==> src/hw/rtl/lr_pkg.sv <==
// Shared types, widths and codes for the line rasterizer.
package lr_pkg;

	localparam int COORD_WIDTH = 12;
	localparam int DELTA_WIDTH = COORD_WIDTH + 2;
	localparam int ERR_WIDTH   = COORD_WIDTH + 4;
	localparam int COLOR_WIDTH = 24;

	// Unit step for the walker's coordinates, which carry one extra bit.
	localparam logic signed [COORD_WIDTH:0] COORD_ONE = (COORD_WIDTH+1)'(1);

	localparam logic MODE_LOAD = 1'b0;
	localparam logic MODE_STEP = 1'b1;

	localparam logic [1:0] OCT_SHALLOW_RISE = 2'd0;
	localparam logic [1:0] OCT_STEEP_RISE   = 2'd1;
	localparam logic [1:0] OCT_SHALLOW_FALL = 2'd2;
	localparam logic [1:0] OCT_STEEP_FALL   = 2'd3;

	typedef struct packed {
		logic                          mode;
		logic signed [COORD_WIDTH-1:0] start_x;
		logic signed [COORD_WIDTH-1:0] start_y;
		logic signed [COORD_WIDTH-1:0] finish_x;
		logic signed [COORD_WIDTH-1:0] finish_y;
	} cmd_t;

	typedef struct packed {
		logic signed [COORD_WIDTH-1:0] pixel_x;
		logic signed [COORD_WIDTH-1:0] pixel_y;
		logic [COLOR_WIDTH-1:0]        pixel_rgb;
		logic                          final_pixel;
	} pix_t;

	typedef struct packed {
		logic signed [COORD_WIDTH-1:0] walk_x;
		logic signed [COORD_WIDTH-1:0] walk_y;
		logic signed [COORD_WIDTH-1:0] stop_x;
		logic signed [COORD_WIDTH-1:0] stop_y;
		logic [DELTA_WIDTH-1:0]        delta_x2;
		logic [DELTA_WIDTH-1:0]        delta_y2;
		logic signed [ERR_WIDTH-1:0]   error_term;
		logic [1:0]                    octant;
	} setup_t;

endpackage

==> src/hw/rtl/lr_setup.sv <==
// Line setup: endpoint ordering, doubled deltas, octant choice and initial error.
module lr_setup import lr_pkg::*; (
	input  cmd_t   cmd,
	output setup_t setup
);

	logic                          swap;
	logic signed [COORD_WIDTH-1:0] ax, ay, bx, by;
	logic signed [COORD_WIDTH:0]   run, rise;
	logic signed [DELTA_WIDTH-1:0] run_w, rise_w, dx2, dy2, neg_dy2;
	logic signed [ERR_WIDTH-1:0]   run_e, rise_e, dx2_e, dy2_e;
	logic                          rising, shallow;

	assign swap = cmd.start_x > cmd.finish_x;
	assign ax   = swap ? cmd.finish_x : cmd.start_x;
	assign ay   = swap ? cmd.finish_y : cmd.start_y;
	assign bx   = swap ? cmd.start_x  : cmd.finish_x;
	assign by   = swap ? cmd.start_y  : cmd.finish_y;

	assign run  = (COORD_WIDTH+1)'(bx) - (COORD_WIDTH+1)'(ax);
	assign rise = (COORD_WIDTH+1)'(by) - (COORD_WIDTH+1)'(ay);

	assign run_w   = DELTA_WIDTH'(run);
	assign rise_w  = DELTA_WIDTH'(rise);
	assign dx2     = {run, 1'b0};
	assign dy2     = {rise, 1'b0};
	assign neg_dy2 = -dy2;

	assign run_e  = ERR_WIDTH'(run_w);
	assign rise_e = ERR_WIDTH'(rise_w);
	assign dx2_e  = ERR_WIDTH'(dx2);
	assign dy2_e  = ERR_WIDTH'(dy2);

	// A flat line counts as falling.
	assign rising  = dy2 > 0;
	assign shallow = rising ? (dx2 > dy2) : (dx2 > neg_dy2);

	always_comb begin
		setup.walk_x   = ax;
		setup.walk_y   = ay;
		setup.stop_x   = bx;
		setup.stop_y   = by;
		setup.delta_x2 = dx2;
		setup.delta_y2 = rising ? dy2 : neg_dy2;
		case ({rising, shallow})
			2'b11: begin
				setup.octant     = OCT_SHALLOW_RISE;
				setup.error_term = dy2_e - run_e;
			end
			2'b10: begin
				setup.octant     = OCT_STEEP_RISE;
				setup.error_term = rise_e - dx2_e;
			end
			2'b01: begin
				setup.octant     = OCT_SHALLOW_FALL;
				setup.error_term = run_e + dy2_e;
			end
			default: begin
				setup.octant     = OCT_STEEP_FALL;
				setup.error_term = dx2_e + rise_e;
			end
		endcase
	end

endmodule

==> src/hw/rtl/lr_walker.sv <==
// Walker state and the per-pixel Bresenham step.
module lr_walker import lr_pkg::*; (
	input  logic                   clk,
	input  logic                   arst_n,
	input  logic                   load,
	input  logic                   step,
	input  setup_t                 setup,
	input  logic [COLOR_WIDTH-1:0] color,
	output logic                   emit,
	output pix_t                   pixel
);

	logic signed [COORD_WIDTH-1:0] walk_x_q, walk_y_q, stop_x_q, stop_y_q;
	logic [DELTA_WIDTH-1:0]        delta_x2_q, delta_y2_q;
	logic signed [ERR_WIDTH-1:0]   error_q;
	logic [1:0]                    octant_q;
	logic                          active_q;

	logic signed [COORD_WIDTH:0]   x_e, y_e, stop_x_e, stop_y_e, nx, ny;
	logic signed [ERR_WIDTH-1:0]   dx_e, m_e, nd;
	logic                          fin;

	assign x_e      = (COORD_WIDTH+1)'(walk_x_q);
	assign y_e      = (COORD_WIDTH+1)'(walk_y_q);
	assign stop_x_e = (COORD_WIDTH+1)'(stop_x_q);
	assign stop_y_e = (COORD_WIDTH+1)'(stop_y_q);
	assign dx_e     = ERR_WIDTH'(delta_x2_q);
	assign m_e      = ERR_WIDTH'(delta_y2_q);

	// The coordinate may run one past the end point, so the compare is one bit wider.
	always_comb begin
		nx = x_e;
		ny = y_e;
		nd = error_q;
		case (octant_q)
			OCT_SHALLOW_RISE: begin
				if (error_q < 0) begin
					nd = error_q + m_e;
				end else begin
					ny = y_e + COORD_ONE;
					nd = error_q + m_e - dx_e;
				end
				nx  = x_e + COORD_ONE;
				fin = !(nx <= stop_x_e);
			end
			OCT_STEEP_RISE: begin
				if (error_q > 0) begin
					nd = error_q - dx_e;
				end else begin
					nx = x_e + COORD_ONE;
					nd = error_q + m_e - dx_e;
				end
				ny  = y_e + COORD_ONE;
				fin = !(ny <= stop_y_e);
			end
			OCT_SHALLOW_FALL: begin
				if (error_q > 0) begin
					nd = error_q - m_e;
				end else begin
					ny = y_e - COORD_ONE;
					nd = error_q + dx_e - m_e;
				end
				nx  = x_e + COORD_ONE;
				fin = !(nx <= stop_x_e);
			end
			default: begin
				if (error_q < 0) begin
					nd = error_q + dx_e;
				end else begin
					nx = x_e + COORD_ONE;
					nd = error_q + dx_e - m_e;
				end
				ny  = y_e - COORD_ONE;
				fin = !(ny >= stop_y_e);
			end
		endcase
	end

	assign emit              = step && active_q;
	assign pixel.pixel_x     = walk_x_q;
	assign pixel.pixel_y     = walk_y_q;
	assign pixel.pixel_rgb   = color;
	assign pixel.final_pixel = fin;

	always_ff @(posedge clk or negedge arst_n) begin
		if (!arst_n) begin
			walk_x_q   <= '0;
			walk_y_q   <= '0;
			stop_x_q   <= '0;
			stop_y_q   <= '0;
			delta_x2_q <= '0;
			delta_y2_q <= '0;
			error_q    <= '0;
			octant_q   <= OCT_SHALLOW_RISE;
			active_q   <= 1'b0;
		end else if (load) begin
			walk_x_q   <= setup.walk_x;
			walk_y_q   <= setup.walk_y;
			stop_x_q   <= setup.stop_x;
			stop_y_q   <= setup.stop_y;
			delta_x2_q <= setup.delta_x2;
			delta_y2_q <= setup.delta_y2;
			error_q    <= setup.error_term;
			octant_q   <= setup.octant;
			active_q   <= 1'b1;
		end else if (emit) begin
			walk_x_q <= nx[COORD_WIDTH-1:0];
			walk_y_q <= ny[COORD_WIDTH-1:0];
			error_q  <= nd;
			if (fin) begin
				active_q <= 1'b0;
			end
		end
	end

endmodule

==> src/hw/rtl/line_rasterizer_unit.sv <==
// Bresenham line rasterizer: a load command sets up a line, and each step command
// then returns one pixel, the last one flagged, until the line is done. Commands are
// taken one per clock while the pixel output is not stalled. A step's pixel passes
// through the command register, then the walker update that feeds the pixel
// register. Sustained rate is one pixel per clock while unstalled, set by the
// walker update of x, y and the error term. Steps sent while no line is active, and
// load commands, produce no pixel; a load abandons any line in progress. The color
// register is written over the config port, which is always ready.
module line_rasterizer_unit import lr_pkg::*; (
	input  logic                   clk,
	input  logic                   arst_n,
	input  logic                   cfg_valid,
	output logic                   cfg_ready,
	input  logic [COLOR_WIDTH-1:0] cfg_data,
	input  logic                   cmd_valid,
	output logic                   cmd_stall,
	input  cmd_t                   cmd,
	output logic                   pix_valid,
	input  logic                   pix_stall,
	output pix_t                   pix
);

	logic [COLOR_WIDTH-1:0] color_q;
	cmd_t                   cmd_s1;
	logic                   valid_s1;
	pix_t                   pix_q;
	logic                   pix_valid_q;

	logic   out_free, advance, load, step, emit;
	setup_t setup;
	pix_t   pixel;

	assign cfg_ready = 1'b1;

	assign out_free  = !pix_valid_q || !pix_stall;
	assign advance   = valid_s1 && out_free;
	assign cmd_stall = valid_s1 && !out_free;
	assign load      = advance && (cmd_s1.mode == MODE_LOAD);
	assign step      = advance && (cmd_s1.mode == MODE_STEP);

	lr_setup u_setup (
		.cmd   (cmd_s1),
		.setup (setup)
	);

	lr_walker u_walker (
		.clk    (clk),
		.arst_n (arst_n),
		.load   (load),
		.step   (step),
		.setup  (setup),
		.color  (color_q),
		.emit   (emit),
		.pixel  (pixel)
	);

	always_ff @(posedge clk or negedge arst_n) begin
		if (!arst_n) begin
			color_q <= '0;
		end else if (cfg_valid && cfg_ready) begin
			color_q <= cfg_data;
		end
	end

	// The command register refills whenever it is empty or its item moves on.
	always_ff @(posedge clk or negedge arst_n) begin
		if (!arst_n) begin
			valid_s1 <= 1'b0;
		end else if (!cmd_stall) begin
			valid_s1 <= cmd_valid;
		end
	end

	always_ff @(posedge clk) begin
		if (cmd_valid && !cmd_stall) begin
			cmd_s1 <= cmd;
		end
	end

	always_ff @(posedge clk or negedge arst_n) begin
		if (!arst_n) begin
			pix_valid_q <= 1'b0;
		end else if (out_free) begin
			pix_valid_q <= emit;
		end
	end

	always_ff @(posedge clk) begin
		if (out_free && emit) begin
			pix_q <= pixel;
		end
	end

	assign pix_valid = pix_valid_q;
	assign pix       = pix_q;

endmodule

==> config.mk <==
export PLATFORM = sky130hd
export DESIGN_NAME = line_rasterizer_unit
export DESIGN_NICKNAME = d
export VERILOG_FILES = /design/src/hw/rtl/lr_pkg.sv /design/src/hw/rtl/lr_setup.sv /design/src/hw/rtl/lr_walker.sv /design/src/hw/rtl/line_rasterizer_unit.sv
export SDC_FILE = /design/constraint.sdc
export NUM_CORES = 1
export LEC_CHECK = 0
export BUFFER_PORTS_ARGS = -buffer_cell sky130_fd_sc_hd__buf_4
export CORE_MARGIN = 4
export CORE_UTILIZATION = 30
export CTS_CLUSTER_SIZE = 30
export DETAILED_ROUTE_END_ITERATION = 6
export REMOVE_ABC_BUFFERS = 1
export SYNTH_ARGS = -nofsm -noshare
export SYNTH_HDL_FRONTEND = slang
export SYNTH_SLANG_ARGS = --single-unit
==> constraint.sdc <==
create_clock -name clk -period 11 [get_ports clk]
set_input_delay 2.2 -clock clk [delete_from_list [all_inputs] [get_ports clk]]
set_output_delay 2.2 -clock clk [all_outputs]
set_load 0.05 [all_outputs]
* After elaboration in Yosys (flattened, before gate mapping) *
Index checks and enable logic that the tools add are counted.

storage, ports and cells
  RAM bits = 0
  ROM bits = 0
  bits in latches = 0
  output and inout port bits = 52
  input bits = 78
  memories kept = 0
  register bits after elaboration = 218

cells by class
  bitwise operators = 1
  reduce and logical (&&, ||, !) cells = 22
  div/mod/pow operators = 0
  $lt $le $gt $ge = 9
  add/sub/neg operators = 16
  shift-type cells = 0
  $mul = 0
  muxes and demuxes = 28
  eq/ne operators = 9

operator list
  cell                                                                              number
  12-bit two-way mux                                                                12
  16-bit two-way mux                                                                6
  16-bit by 15-bit subtractor with 16-bit output                                    4
  18-bit case mux with 3 select lines                                               1
  16-bit case mux with 3 select lines                                               1
  12-bit case mux with 3 select lines                                               1
  16-bit by 15-bit adder with 16-bit output                                         2
  14-bit greater-than comparator                                                    2
  12-bit by 2-bit adder with 13-bit output, second input constant                   2
  13-bit by 12-bit less-or-equal comparator with 1-bit output                       2
  12-bit by 12-bit subtractor with 13-bit output                                    2
  12-bit case mux with 2 select lines                                               1
  16-bit by 1-bit greater-than comparator with 1-bit output, second input constant  1
  16-bit by 1-bit less-than comparator with 1-bit output, second input constant     1
  13-bit by 14-bit adder with 15-bit output                                         1
  14-bit by 13-bit adder with 15-bit output                                         1
  13-bit by 14-bit subtractor with 15-bit output                                    1
  14-bit by 13-bit subtractor with 15-bit output                                    1
  14-bit by 1-bit greater-than comparator with 1-bit output, second input constant  1
  14-bit two-way mux                                                                1
  14-bit negation                                                                   1
  13-bit by 12-bit greater-or-equal comparator with 1-bit output                    1
  12-bit by 2-bit subtractor with 13-bit output, second input constant              1
  12-bit greater-than comparator                                                    1
  15 further kinds                                                                  37

* Longest topological paths before layout *
Gate-level depths: netlist (run 1).

  depth in word-level cells = 9
  mapped depth = 47
  gate-level depth less buffers = 42

* Cells and area by module *
A second synthesis (run 1) with hierarchy kept.

unflattened totals
  cells, all modules = 2492
  area, all modules = 21112.7 um^2

modules (own cells, without submodules)
  module                area each (um^2)  cells each  instances
  lr_walker             10573.9           1340        1
  lr_setup              6485.0            990         1
  line_rasterizer_unit  4053.9            162         1

* Worst setup path before layout (run 1) *
Ideal clock, no wire load.

  path kind = register to register
  start point = register cmd_s1[46] (netlist name)
  end point = register u_walker.error_q[11]
  buffers on the path = 4
  setup time = 0.137 ns
  required time = 10.863 ns
  stages on the path, launching flop included = 42
  clock period less this slack = 8.788 ns
  path slack = 2.212 ns
  data arrival time = 8.652 ns
  cells stage by stage = edfxtp_1 ha_1 buf_4 nand4_2 or3_4 a21oi_4 o31ai_2 nand2_1 clkbuf_1 clkbuf_1 nand2_1 nor2_1 a21oi_1 ha_1 nor3_2 nor3_1 or3_1 a21oi_1 [6 not listed] o2111a_1 a21o_1 buf_1 mux2i_1 fa_1 a21o_1 a21o_1 a21o_1 a21oi_1 o21bai_1 a21oi_1 nand2_1 and3_1 a22oi_1 nand3_1 or3_1 a31oi_1 a21oi_1

RTL lines
  item                      line                        text
  start: declaration        line_rasterizer_unit.sv:24  cmd_t cmd_s1;
  start signal: assignment  line_rasterizer_unit.sv:76  cmd_s1 <= cmd;
  end signal: assignment    lr_walker.sv:103            error_q <= setup.error_term;
  end signal: assignment    lr_walker.sv:109            error_q <= nd;
  end: declaration          lr_walker.sv:15             logic signed [ERR_WIDTH-1:0] error_q;

* Final worst setup path (run 1) *
  start point = register cmd_s1[23] (netlist name)
  end point = register u_walker.error_q[11]

on the way
  word-level cells in the longest chain between the ends = 9

RTL lines
  item                                                                       line                            text
  12-bit greater-than comparator                                             lr_setup.sv:14                  assign swap = cmd.start_x > cmd.finish_x;
  12-bit two-way mux (on tied branches)                                      lr_setup.sv:18, lr_setup.sv:16
  12-bit by 12-bit subtractor with 13-bit output                             lr_setup.sv:21                  assign rise = (COORD_WIDTH+1)'(by) - (COORD_WIDTH+1)'(ay);
  14-bit negation                                                            lr_setup.sv:27                  assign neg_dy2 = -dy2;
  14-bit greater-than comparator                                             lr_setup.sv:36                  assign shallow = rising ? (dx2 > dy2) : (dx2 > neg_dy2);
  1-bit two-way mux                                                          lr_setup.sv:36
  2-bit by 1-bit == test with 1-bit output or 2-bit == test (tied branches)  lr_setup.sv:45                  case ({rising, shallow})
  18-bit case mux with 3 select lines (*)                                    lr_setup.sv:45
  16-bit two-way mux (*)                                                     lr_walker.sv:96                 end else if (load) begin

Mark *: on every way between the ends. The rest lies on a longest branch, timed or not.
A chain may end at the register's enable or synchronous reset.

==> flow_summary.toml, run 1 <==
[sta]
fin_skew_ns = 0.0200
fin_tns_setup_ns = 0
period_needed_ns = 10.15
tightest_slew_ns = 1.14
post-route-period-util_pct = 92.3
timing.fmax_mhz = 98.5
setup_viol = 0
drv_slew = 0
hold_viol = 0
slew_headroom_pct = 23.2
rsz0062_at_grt = "no"

[outcome]
status = "complete, no violations"

[route]
antenna_left = 0
wl_per_cell_um = 18.3
drt_iter0_drc = 1386
vias = 17200
drc = 0
vias_per_cell = 5.26
wl_mm = 59.5
drt-pass1-iter-count = 6

[die]
die_y_um = 264
initial_utilization_pct = 30.4
die_area_um2 = 69700
die_w_um = 264
ios = 130
rows = 93
core_um2 = 64700

[min_path]
hold_class = "reg2reg"

[global_route]
grt.total_usage_pct = 16.5
grt_pass1_wl_mm = 93.6
grt_overflow = 0
antenna_found_initial = 0
grt_pass1_vias = 16500
grt_max_degree = 83

[setup_path]
max_stage_delay_ns = 0.73
path_class = "reg2reg"
crit_buf_inv = 2
end_kind = "flop"
critical_path.max_fanout = 16
crit_arrival_ns = 10.56
crit_family = "compound AO/OA/AOI/OAI gates"
cp_data_required_time_ns = 11.40
cp_slowest_cell = "xnor2_1"
startpoint_type = "flop"

[place]
place_congestion = 0.904
hpwl_mm = 46.1
placed_area_um2 = 21500
io_buffers = 128
dp_cells = 3215

[logic_synthesis]
postSynthAreaPerCell_um2 = 8.54
ys_seq_elements = 217
async_reset_ff_share_pct = 54.8
synthCells = 2302
synthMuxAreaShare_pct = 2.84
ys.warnings.count = 0
synth_xor_xnor_area_share_pct = 8.50
syn_area_um2 = 19700
synth_fa_ha_area_share_pct = 13.7
synth_top_family_by_area = "compound AO/OA/AOI/OAI gates"
synth_compound_area_share_pct = 22.2
synth_cell_types = 108
synth-simple-area-share_pct = 17.1
synth-edff-count = 98
synth_top_area_share_pct = 15.1
yosys-top-cells-area = "dfrtp_1 (15%), edfxtp_1 (15%), ha_1 (13%), xnor2_1 (5.2%), nand2_1 (4.5%)"
ys.flop_type = "dfrtp_1"
synth_top_area_cell = "dfrtp_1"
yosysSeqAreaShare_pct = 30.1

[layout]
num_antenna_cells = 0
multiInputGateArea_um2 = 12700
nNetsFinal = 2670
fillers = 6797
drive_gt1_share_pct = 11.3
area_growth_pct = 13.5
final_cell_area_um2 = 22300
seq_area_um2 = 5920
instances_no_fill = 3259

[clock_tree]
h-tree-depth = 1
post_cts_buffers = 0
clkSinkCount = 217
hold_buffers = 0
path_clk_slew_ns = 0.06
clock_path_buffers = 3
cts_buffers = 24
clock_latency_ns = 0.56
cts_tree = "done"
clockRootBuffer = "clkbuf_16"

[job]
drv_cap = 0
[layer usage]
metal / track usage, % / share of wire (%) / up-vias / wire length, um
met5: 0 / 0 / - / 0
met4: 3.24 / 2.0 / 0 / 1180
met3: 2.22 / 6.0 / 71 / 3590
met2: 26.1 / 44 / 537 / 26300
met1: 24.1 / 48 / 8115 / 28500
li1: - / - / 8435 / -
[state kept, by name, indices dropped and copies added (netlist names)]
register / cells
u_walker.error_q: 16
color_q: 24
u_walker.walk_x_q: 12
pix_valid: 1
u_walker.delta_y2_q: 13
u_walker.octant_q: 2
u_walker.stop_y_q: 12
pix: 49
u_walker.active_q: 1
valid_s1: 1
u_walker.stop_x_q: 12
u_walker.walk_y_q: 12
cmd_s1: 49
u_walker.delta_x2_q: 13
[stage by stage]
step	utilization [%]	worst slack, ns	hold WS [ns]
after detailed placement	33.3	1.01	0.429
after CTS	34.5	0.951	0.424
after floorplan	-	1.36	0.421
after global routing	34.5	0.0856	0.445
final	34.5	0.847	0.438
after global placement	33.3	1.24	0.422
[worst register-to-register path: cells and delay by family, from the launching register on]
family	cells	cell delay [ns]
AOI/OAI and AO/OA	20	4.18
xor gates and xnor gates	1	0.73
adders and majority gates	5	1.86
buffers and inverters	2	0.23
DFF	1	0.40
muxes	1	0.20
and+or+nand+nor	12	2.39
[cell usage after synthesis, types with 9 or more instances]
| cell | count |
|---|---|
| a2111oi_0 | 9 |
| a211oi_1 | 18 |
| a21boi_0 | 15 |
| a21o_1 | 44 |
| a21oi_1 | 148 |
| a221oi_1 | 17 |
| a31oi_1 | 60 |
| and2_1 | 9 |
| and3_1 | 21 |
| buf_1 | 10 |
| clkbuf_1 | 74 |
| dfrtp_1 | 119 |
| edfxtp_1 | 98 |
| ha_1 | 199 |
| inv_1 | 181 |
| mux2_2 | 28 |
| mux2i_1 | 23 |
| nand2_1 | 236 |
| nand2b_1 | 37 |
| nand3_1 | 51 |
| nand3b_1 | 12 |
| nand4_1 | 16 |
| nor2_1 | 179 |
| nor2b_1 | 43 |
| nor3_1 | 37 |
| nor4_1 | 12 |
| o211ai_1 | 15 |
| o21a_1 | 20 |
| o21ai_0 | 139 |
| o21ai_1 | 9 |
| o21bai_1 | 34 |
| o221ai_1 | 13 |
| o22ai_1 | 19 |
| or3_1 | 13 |
| xnor2_1 | 116 |
| xor2_1 | 66 |
[final cells by class]
type                    instances  share of cell area (%)
multi-input cells            1806                    57.0
repair buffers                154                    5.20
clock buffers                  34                    3.04
well taps                     855                    4.79
clock inverters                10                   0.398
flip-flops and latches        217                    26.5
inverters                     183                    3.08
[layout by cell type (no fill, tap or decap), types with 9 or more instances in the layout]
cell       count
or3_1         13
o221ai_1      13
a21boi_0      15
mux2_2        28
ha_1         199
and3_1        21
a211oi_1      18
nor2_1       178
mux2i_1       23
a31oi_1       60
o22ai_1       19
nor2b_1       43
dfrtp_1      119
nor4_1        12
xnor2_1      116
nand4_1       16
nand3_1       51
buf_4        153
nand3b_1      12
nand2_1      235
a21o_1        44
a21oi_1      148
a221oi_1      17
xor2_1        66
o21ai_1        9
o21bai_1      34
inv_1        180
nand2b_1      37
nor3_1        37
edfxtp_1      98
o211ai_1      15
o21ai_0      139
clkbuf_16     25
o21a_1        20
[final timing paths]
check / from / endpoint / slack, ns / depth (start not counted)
setup / recovery: cmd_s1[23] / u_walker.error_q[11] / 0.85 / 41
hold / removal: color_q[12] / pix[13] / 0.44 / 0
setup reg to reg: cmd_s1[23] / u_walker.error_q[11] / 0.85 / 41
hold reg to reg: color_q[12] / pix[13] / 0.44 / 0
max in group asynchronous: arst_n / color_q[12] / 8.21 / 2
min in group asynchronous: arst_n / u_walker.delta_x2_q[12] / 1.69 / 1
[cell families (layout without fill, tap and decap cells)]
logic type	after synthesis	count (layout)
XOR/XNOR	186	186
multiplexers	52	52
adder cells (fa/ha/maj)	213	213
buffers and inverters	279	381
flip-flops	217	217
AO/OA/AOI/OAI	655	655
other	1	1
AND/OR/NAND/NOR	699	699
[repair_timing]
action                     4_1_cts  5_1_grt
setup endpoints to repair        0        2
hold endpoints to repair         0        0
gates resized for setup          0        1
Power of run 1 is not shown: default switching activity piles up to over one toggle a cycle in this logic, so the estimate is an artifact.
==> run 2: changes to the inputs <==
- BUFFER_PORTS_ARGS: -buffer_cell sky130_fd_sc_hd__buf_4 -> -buffer_cell sky130_fd_sc_hd__buf_2
==> flow_summary.toml, run 2 (synthesized netlist as in run 1, its figures left out) <==
[job]
drv_cap = 0

[clock_tree]
clkSinkCount = 217
cts.repair.resized = 0
clock_latency_ns = 0.58
h-tree-depth = 1
path_clk_slew_ns = 0.07
clock_path_buffers = 3
hold_buffers = 0
post_cts_buffers = 0
cts_buffers = 25
clockRootBuffer = "clkbuf_16"
cts_tree = "done"

[route]
vias = 17100
drt_iter0_drc = 1424
vias_per_cell = 5.22
wl_per_cell_um = 18.2
wl_mm = 59.3
drc = 0
drt-pass1-iter-count = 5
antenna_left = 0

[setup_path]
cp_data_required_time_ns = 11.42
max_stage_delay_ns = 0.55
reg2reg_to = "u_walker.error_q[13]"
end_kind = "flop"
cp_slowest_cell = "a32oi_1"
rrSetupSlack_ns = 1.02
worstRegToRegCells = 38
crit_arrival_ns = 10.40
path_class = "reg2reg"
reg2reg_from = "cmd_s1[46]"
critical_path.max_fanout = 22
startpoint_type = "flop"

[min_path]
hp-start = "color_q[11]"
hold_end = "pix[12]"
hold_depth = 0
hold_class = "reg2reg"

[place]
io_buffers = 128
placed_area_um2 = 21200
hpwl_mm = 45.7
place_congestion = 0.922

[sta]
tightest_slew_ns = 1.01
slew_headroom_pct = 32.4
timing.fmax_mhz = 100
drv_slew = 0
hold-worst-slack_ns = 0.435
fin_skew_ns = 0.0338
period_needed_ns = 9.98
rsz0062_at_grt = "no"
fin_tns_setup_ns = 0
hold_viol = 0
post-route-period-util_pct = 90.7
setup_viol = 0

[die]
die_w_um = 264
initial_utilization_pct = 30.4
die_area_um2 = 69700
die_y_um = 264
ios = 130
core_um2 = 64700
rows = 93

[layout]
drive_gt1_share_pct = 11.7
fillers = 6791
final_cell_area_um2 = 22100
final_cell_mix = "nand2_1 (235), ha_1 (199), inv_1 (180)"
area_growth_pct = 12.2
mostFrequentLayoutCell = "nand2_1"
num_antenna_cells = 0
nNetsFinal = 2674
final_core_util_pct = 34.1

[global_route]
antenna_found_initial = 1
grt.total_usage_pct = 16.5
grt_overflow = 0
grt_pass1_vias = 16300
grt_max_degree = 71
grt_pass1_wl_mm = 93.7

[outcome]
status = "complete, no violations"
-- run 2: layout make-up --
| cell class | instances | area [um2] | share of cell area (%) |
|---|---|---|---|
| tap | 855 | 1070 | 4.85 |
| sequential | 217 | 5920 | 26.8 |
| clock inverter | 13 | 126 | 0.573 |
| inverter | 183 | 687 | 3.11 |
| clock buffer | 33 | 686 | 3.11 |
| timing repair buffer | 157 | 865 | 3.92 |
| multi-input combinational | 1806 | 12700 | 57.6 |
-- run 2: how the worst max path moves through the flow --
stage,endpoint,cells past startpoint,slack (ns),from
2_1_floorplan,u_walker.error_q[11],37,1.36,cmd_s1[47]
3_3_place_gp,u_walker.error_q[11],38,1.36,cmd_s1[46]
3_5_place_dp,u_walker.error_q[11],38,1.24,cmd_s1[46]
4_1_cts,u_walker.error_q[13],38,1.14,cmd_s1[46]
5_1_grt,u_walker.error_q[13],38,0.27,cmd_s1[46]
6_report,u_walker.error_q[13],38,1.02,cmd_s1[46]
-- run 2: stage by stage --
stage / worst slack [ns] / cells
CTS: 1.14 / 3264
global placement: 1.36 / 3218
global route: 0.266 / 3264
detailed placement: 1.24 / 3218
finish: 1.02 / 3264
floorplan: 1.36 / 2206
-- run 2: layer usage --
layer  routed length (um)  vias up  track usage [%]
met3                 3580       78             2.70
met1                28400     8052             24.0
met4                 1380        2             3.83
met5                    7        -                0
met2                25900      483             25.6
li1                     -     8437                -
-- run 2: worst max-delay path, delay by kind of cell, from the launching register on --
kind / cells / cell delay [ns]
and+or+nand+nor: 12 / 2.59
xor gates and xnor gates: 1 / 0.18
DFF: 1 / 0.46
AOI/OAI and AO/OA: 17 / 4.18
buffers and inverters: 3 / 0.62
adders and majority gates: 4 / 1.57
muxes: 1 / 0.20
Power of run 2 is left out for the same reason.
==> run 3: changes to the inputs <==
- ABC_CLOCK_PERIOD_IN_PS: not set -> 11000
- RECOVER_POWER: not set -> 25
==> flow_summary.toml, run 3 (synthesized netlist as in run 1, its figures left out) <==
[route]
drc = 0
wl_mm = 59.3
drt-pass1-iter-count = 5
drt_iter0_drc = 1427
vias_per_cell = 5.22
antenna_left = 0
wl_per_cell_um = 18.2
vias = 17000

[place]
hpwl_mm = 45.7
io_buffers = 128
place_congestion = 0.922

[setup_path]
worstRegToRegCells = 38
reg2reg_to = "u_walker.error_q[13]"
end_kind = "flop"
critical_path.max_fanout = 22
path_class = "reg2reg"
cp_data_required_time_ns = 11.42
cp_slowest_cell = "a32oi_1"
startpoint_type = "flop"
max_stage_delay_ns = 0.55
rrSetupSlack_ns = 1.03
reg2reg_from = "cmd_s1[46]"
crit_arrival_ns = 10.40

[die]
rows = 93
die_y_um = 264
initial_utilization_pct = 30.4
die_area_um2 = 69700
ios = 130
core_um2 = 64700
die_w_um = 264

[layout]
seq_area_um2 = 5920
drive_gt1_share_pct = 11.5
final_cell_mix = "nand2_1 (235), ha_1 (199), inv_1 (180)"
fillers = 6795
mostFrequentLayoutCell = "nand2_1"
nNetsFinal = 2674
area_growth_pct = 12.1
num_antenna_cells = 0
multiInputGateArea_um2 = 12700

[sta]
drv_slew = 71
timing.fmax_mhz = 100
tightest_slew_ns = 4.60
hold_viol = 0
rsz0062_at_grt = "no"
period_needed_ns = 9.97
setup_viol = 0
slew_headroom_pct = -207
fin_skew_ns = 0.0337
fin_tns_setup_ns = 0
post-route-period-util_pct = 90.7

[clock_tree]
post_cts_buffers = 0
cts_buffers = 25
h-tree-depth = 1
path_clk_slew_ns = 0.07
clockRootBuffer = "clkbuf_16"
clock_path_buffers = 3
hold_buffers = 0
cts.repair.resized = 0
clock_latency_ns = 0.58
clkSinkCount = 217
cts_tree = "done"

[global_route]
grt_overflow = 0
grt_pass1_vias = 16300
grt_pass1_wl_mm = 93.7
antenna_found_initial = 1
grt.total_usage_pct = 16.5
grt_max_degree = 71

[outcome]
violations = "capacitance limit, slew limit"
status = "finished, violations left"

[job]
drv_cap = 1

[min_path]
hold_end = "pix[12]"
hold_class = "reg2reg"
hp-start = "color_q[11]"
hold_depth = 0
## run 3: cell types whose count changed in the layout (fill, tap and decap cells not counted), sizes merged
cell | before | now
buf | 157 | 152
clkbuf | 33 | 38
## run 3: layer usage
metal	track usage, %	routed length, um	share of wire, %
met1	24.0	28500	48
met2	25.6	25900	44
met3	2.70	3560	6.0
met4	3.83	1390	2.3
met5	0	7	0.012
## run 3: per-stage QoR
stage	utilization, %	instances	hold WS (ns)	worst slack (ns)	cell area (um2)
global route	34.1	3264	0.451	0.266	22000
floorplan	-	2206	0.421	1.36	19300
global placement	32.8	3218	0.422	1.36	21200
finish	34.1	3264	0.435	1.03	22000
CTS	34.1	3264	0.438	1.14	22100
detailed placement	32.8	3218	0.428	1.24	21200
## run 3: critical path, delay by kind of cell, from the launching register on
family | cells | cell delay, ns
simple gates | 12 | 2.59
xor+xnor | 1 | 0.18
buf+inv | 3 | 0.62
fa+ha+maj | 4 | 1.57
compound gates | 17 | 4.16
flops | 1 | 0.46
mux | 1 | 0.20
## run 3: final cells by class
class                   instances  area share [%]
multi-input cells            1806            57.6
flip-flops and latches        217            26.9
well taps                     855            4.85
repair buffers                157            3.86
inverters                     183            3.12
clock buffers                  33            3.11
clock inverters                13           0.573
## run 3: worst max path at each step
stage | endpoint | cells after the start | startpoint
2_1_floorplan | u_walker.error_q[11] | 37 | cmd_s1[47]
3_3_place_gp | u_walker.error_q[11] | 38 | cmd_s1[46]
3_5_place_dp | u_walker.error_q[11] | 38 | cmd_s1[46]
4_1_cts | u_walker.error_q[13] | 38 | cmd_s1[46]
5_1_grt | u_walker.error_q[13] | 38 | cmd_s1[46]
6_report | u_walker.error_q[13] | 38 | cmd_s1[46]
Power of run 3 is left out for the same reason.
